$ cat src/assert_macros.svh
// ----------------------------------------------------------------------------
// Assertion macros
// Shared concurrent assertion forms for the RTL of the arm kinematics block.
// ----------------------------------------------------------------------------
`ifndef ASSERT_MACROS_SVH
`define ASSERT_MACROS_SVH
`ifndef ASSERT_OFF
`define ASSERT_IMPL(label, clk, rst_n, ante, cons) \
	label: assert property (@(posedge clk) disable iff (!rst_n) (ante) |-> (cons)) \
		else $error("assertion failed");
`define ASSERT_NEXT(label, clk, rst_n, ante, cons) \
	label: assert property (@(posedge clk) disable iff (!rst_n) (ante) |=> (cons)) \
		else $error("assertion failed");
`else
`define ASSERT_IMPL(label, clk, rst_n, ante, cons)
`define ASSERT_NEXT(label, clk, rst_n, ante, cons)
`endif
`endif

$ cat src/tjik_pkg.sv
// ----------------------------------------------------------------------------
// tjik_pkg
// Types, widths, angle constants and the arctangent table of the arm block.
// ----------------------------------------------------------------------------
package tjik_pkg;
	localparam int CW = 50;
	localparam int AW = 26;
	localparam int CO_IN = 22;
	localparam int SQ_IN = 28;
	localparam int SQ_OUT = 22;
	localparam int FRAC = 16;
	localparam int DEF_ITERATIONS = 16;
	localparam logic [12:0] LINK_RESET = 13'd3712;

	localparam logic signed [AW-1:0] ANG_45 = AW'(45 * 65536);
	localparam logic signed [AW-1:0] ANG_90 = AW'(90 * 65536);
	localparam logic signed [AW-1:0] ANG_135 = AW'(135 * 65536);
	localparam logic signed [AW-1:0] ANG_225 = AW'(225 * 65536);

	typedef struct packed {
		logic        valid;
		logic [15:0] move_time;
		logic        origin;
		logic        reach_bad;
		logic        z_zero;
		logic        z_neg;
		logic        x_pos;
		logic        base_neg;
		logic        y_zero;
		logic        y_neg;
		logic [13:0] abs_x;
		logic [13:0] abs_y;
		logic [13:0] abs_z;
	} side_t;

	typedef struct packed {
		logic        valid;
		logic        bad;
		logic signed [AW-1:0] base;
		logic signed [AW-1:0] shoulder;
		logic signed [AW-1:0] elbow;
		logic [15:0] move_time;
	} res_t;

	typedef struct packed {
		logic [15:0] move_time_out;
		logic [8:0]  elbow_angle;
		logic [8:0]  shoulder_angle;
		logic [8:0]  base_angle;
		logic        valid_res;
	} out_t;

	function automatic logic [AW-1:0] atan_entry(input int i);
		logic [AW-1:0] v;
		case (i)
			0: v = AW'(2949120);
			1: v = AW'(1740967);
			2: v = AW'(919879);
			3: v = AW'(466945);
			4: v = AW'(234379);
			5: v = AW'(117304);
			6: v = AW'(58666);
			7: v = AW'(29335);
			8: v = AW'(14668);
			9: v = AW'(7334);
			10: v = AW'(3667);
			11: v = AW'(1833);
			12: v = AW'(917);
			13: v = AW'(458);
			14: v = AW'(229);
			15: v = AW'(115);
			16: v = AW'(57);
			17: v = AW'(29);
			18: v = AW'(14);
			19: v = AW'(7);
			20: v = AW'(4);
			21: v = AW'(2);
			22: v = AW'(1);
			default: v = '0;
		endcase
		return v;
	endfunction
endpackage

$ cat src/tjik_isqrt.sv
// ----------------------------------------------------------------------------
// tjik_isqrt
// Pipelined floor square root of a value scaled by 2^16, one root bit a stage.
// ----------------------------------------------------------------------------
module tjik_isqrt (
	input  logic                        clk,
	input  logic                        en,
	input  logic [tjik_pkg::SQ_IN-1:0]  radicand,
	output logic [tjik_pkg::SQ_OUT-1:0] root
);
	import tjik_pkg::*;

	localparam int IW = SQ_IN + FRAC;
	localparam int RW = SQ_OUT + 3;

	logic [IW-1:0]     rad_s [0:SQ_OUT];
	logic [RW-1:0]     rem_s [0:SQ_OUT];
	logic [SQ_OUT-1:0] root_s [0:SQ_OUT];

	assign rad_s[0] = {radicand, FRAC'(0)};
	assign rem_s[0] = '0;
	assign root_s[0] = '0;

	for (genvar k = 0; k < SQ_OUT; k++) begin : g_stage
		logic [RW-1:0] shifted;
		logic [RW-1:0] trial;
		logic          take;

		always_comb begin
			shifted = {rem_s[k][RW-3:0], rad_s[k][IW-1 -: 2]};
			trial = {1'b0, root_s[k], 2'b01};
			take = shifted >= trial;
		end

		always_ff @(posedge clk) begin
			if (en) begin
				rad_s[k+1] <= rad_s[k] << 2;
				rem_s[k+1] <= take ? shifted - trial : shifted;
				root_s[k+1] <= {root_s[k][SQ_OUT-2:0], take};
			end
		end
	end

	assign root = root_s[SQ_OUT];
endmodule

$ cat config.mk
export PLATFORM = sky130hd
export DESIGN_NAME = tjik_isqrt
export DESIGN_NICKNAME = d
export VERILOG_FILES = /design/src/assert_macros.svh /design/src/tjik_pkg.sv /design/src/tjik_isqrt.sv
export SDC_FILE = /design/constraint.sdc
export NUM_CORES = 1
export LEC_CHECK = 0
export ABC_AREA = 0
export BUFFER_PORTS_ARGS = -buffer_cell sky130_fd_sc_hd__buf_2
export CELL_PAD_IN_SITES_DETAIL_PLACEMENT = 1
export CELL_PAD_IN_SITES_GLOBAL_PLACEMENT = 2
export CORE_AREA = 5 5 480 245
export DETAILED_ROUTE_END_ITERATION = 10
export DIE_AREA = 0 0 485 250
export PLACE_DENSITY = 0.8
export REMOVE_ABC_BUFFERS = 1
export SLEW_MARGIN = 30
export SYNTH_ARGS = -nofsm -noshare
export SYNTH_HDL_FRONTEND = slang
export SYNTH_SLANG_ARGS = --single-unit
$ cat constraint.sdc
create_clock -name clk -period 3.3 [get_ports clk]
set_clock_uncertainty 0.1 [all_clocks]
set_input_delay 0.165 -clock clk [delete_from_list [all_inputs] [get_ports clk]]
set_output_delay 0.165 -clock clk [all_outputs]
set_load 0.1 [all_outputs]
==> summary.txt <==
Critical path
  – Critical path arrival: 3.58 ns
  – Reg2reg path depth: 10
  – Critical R2R Capture: g_stage[11].shifted[20]
  – Crit Path Max Fanout: 6
  – Reg2reg setup slack: 0.04 ns
  – Reg-to-reg critical path startpoint: g_stage[10].trial[7]
  – CP Capture Type: flop
  – Type of origin of the critical path: flop
  – Setup CP Type: flop to flop
  – CP required: 3.62 ns

Min path
  – Hold Path Class: input pin to flop
  – Hold endpoint: rad_s[949]
  – Hold Startpoint: radicand[7]
  – Hold depth: 2

CTS
  – CTS tree: built
  – H-tree depth: 3
  – Clk Latency, worst-skew pair: 0.69 ns
  – CTS Buf Count: 84
  – Max clock buf depth: 3
  – Root buf cell: clkbuf_16
  – Clock transition at path regs: 0.07 ns
  – CTS sink cnt: 882

Logic synthesis
  – Post-Syn Area per Cell: 12.1 sq um
  – Post-synth EDFFs: 882
  – Ys async rst share: 0
  – Syn. warnings: 0
  – Yosys cell types: 87
  – Syn Std Cell Area: 0.0449 sq mm
  – Sequential area share after synthesis: 0.590
  – Syn Inst Count: 3,718
  – Post-synth top flop: edfxtp_1
  – Synth top area share: 0.590
  – Largest area contributor in the netlist: edfxtp_1
  – Main area contributors after synthesis: edfxtp_1 (59%), ha_1 (7.3%), xnor2_1 (3.2%)
  – FF+latch count, synth: 882

Timing
  – Final worst setup slack: 0.0408 ns
  – Final period utilization: 0.988
  – Slew @ Worst Pin: 0.770 ns
  – Unrepaired setup endpoints after global routing: yes
  – Rel. slew slack: 0.473
  – Setup violations, final: 0
  – Final Max Slew Viols: 0
  – Fmax: 307 MHz
  – Post-layout min period: 3.26 ns
  – Final hold vios: 0

Floorplanning
  – Die H: 250 um
  – Core area: 0.114 sq mm
  – Rows: 88
  – Initial core utilization: 0.395
  – Die area: 0.121 sq mm
  – Ports: 52
  – Die Width: 485 um

Cells and area
  – Core Util, Final: 0.451
  – Design Area, Final: 0.0513 sq mm
  – Share of cells above drive strength 1: 0.105
  – Area delta synth->final: 14.3%
  – FILL cells: 11,998
  – Nets: 4,270

Power and ir drop
  – Static Leak: 19.7 nW
  – Pwr/cell area: 627 mW/mm^2
  – VDD IR-drop max: 0.416 mV

Route
  – Vias per std cell: 5.38
  – WL per Instance: 21.1 um
  – Final routed DRC violation total: 0
  – Drt pass-1 iters: 5
  – Vias: 29,966
  – Drt total wl: 117 mm
  – First-iteration detailed-routing DRC count: 2,569
  – Antenna violation net count after detailed routing: 0

Global routing
  – Largest net degree at the start of global routing: 129
  – Tot GR Track Use: 0.190
  – Number of global-route vias before repair: 29,473
  – Grt ovf: 0
  – First-pass GRT wire length: 181 mm
  – Initial antenna violation count: 1

Run
  – Max Cap Violations: 0

Place
  – Final Wtd Congestion: 0.919
  – IO buf count: 51
  – Place WS: -0.239 ns
  – Total placed instance area: 0.0482 sq mm
  – Post-DP HPWL: 88.2 mm

Outcome
  – Status: completed
sequential cells by signal (all words and copies together), names as in the netlist:
signal / cells
g_stage.shifted: 473
g_stage.trial: 231
rad_s: 156
root: 22
cell usage in the layout (no fill, tap or decap), types with 58 or more instances in the layout:
| cell type | instances |
|---|---|
| xnor2_1 | 164 |
| clkbuf_16 | 89 |
| a21o_1 | 68 |
| xor2_1 | 157 |
| o21ai_0 | 227 |
| o21a_1 | 58 |
| nor2_1 | 223 |
| nand3_1 | 73 |
| ha_1 | 260 |
| buf_4 | 125 |
| a21oi_1 | 220 |
| inv_1 | 335 |
| nor3_1 | 103 |
| nand2_1 | 245 |
| edfxtp_1 | 882 |
what timing repair did:
item	in CTS	in global routing
endpoints found under the hold margin	68	0
gates resized for setup	6	36
buffers inserted	0	3
hold buffers	30	0
pin swaps	0	8
endpoints found under the setup margin	10	76
worst max-delay path by stage:
stage | start | endpoint | slack, ns | depth (start not counted)
after floorplan | g_stage[15].shifted[10] | g_stage[16].shifted[11] | -1.0 | 7
after global placement | g_stage[8].shifted[14] | g_stage[9].shifted[2] | -0.15 | 8
after detailed placement | g_stage[8].shifted[14] | g_stage[9].shifted[2] | -0.24 | 8
after CTS | g_stage[12].shifted[13] | g_stage[13].shifted[3] | 0.003 | 10
after global routing | g_stage[15].trial[2] | g_stage[16].shifted[22] | -0.01 | 11
final | g_stage[10].trial[7] | g_stage[11].shifted[20] | 0.04 | 10
routing by layer:
layer,wire (um),vias up,global-route usage,part of all wire
met5,0,-,0,0
met4,1410,0,0.0299,0.012
met3,9940,103,0.0569,0.085
met2,39700,729,0.217,0.34
met1,66200,14901,0.335,0.56
li1,-,14233,-,-
critical path: stages, from the launching register on:
cell	delay (ns)
edfxtp_1	0.56
inv_1	0.08
ha_1	0.40
nand4_1	0.16
a211oi_1	0.55
o21ai_0	0.27
nand3_1	0.17
o211ai_1	0.14
buf_4	0.20
nor3_1	0.24
xor2_1	0.11
area by class of cell:
cell class,count,area (sq um),share of cell area
multi-input cells,2437,17100,0.333
flip-flops and latches,882,26500,0.517
repair buffers,229,1950,0.0380
diodes,2,5.00,0.0000976
clock buffers,110,2310,0.0450
inverters,338,1270,0.0247
well taps,1530,1910,0.0373
clock inverters,40,282,0.00549
synthesized netlist by cell type, drive strengths merged (28+ instances only):
cell type / instances
mux2: 39
a21oi: 223
nor2: 225
o21a: 59
nand2b: 56
nor3: 106
or4: 35
or3: 42
o31ai: 28
o21ai: 236
nand2: 245
a21o: 68
xnor2: 166
nor4: 46
clkbuf: 50
edfxtp: 882
inv: 337
nor2b: 37
xor2: 157
ha: 261
nand3: 74
kinds of logic after synthesis:
logic type                 after synthesis  share of synthesized area
AOI/OAI and AO/OA                      812                      0.113
xor gates and xnor gates               323                     0.0631
adders and majority gates              268                     0.0759
buffers and inverters                  399                     0.0340
DFF                                    882                      0.590
muxes                                   47                     0.0116
other                                    1                  0.0000836
and+or+nand+nor                        986                      0.112
report_power, final:
part	internal (mW)	leakage (nW)	total, mW	switching (mW)
registers	14.2	8.33	15.4	1.13
clock network	5.16	1.26	9.52	4.36
logic	3.02	10.1	7.25	4.23
total	22.4	19.7	32.1	9.72
metrics by stage:
step	hold WS [ns]	instances	power [mW]	setup TNS [ns]
after floorplan	0.164	3657	19.8	-24.33
after detailed placement	0.244	5384	22.6	-0.377
after global placement	0.241	5384	22.3	-0.168
after global routing	0.0527	5567	33.8	-0.0152
after CTS	0.0319	5564	32.3	0
final	0.0836	5568	32.1	0
No activity file was read; power rests on OpenSTA's default activity.
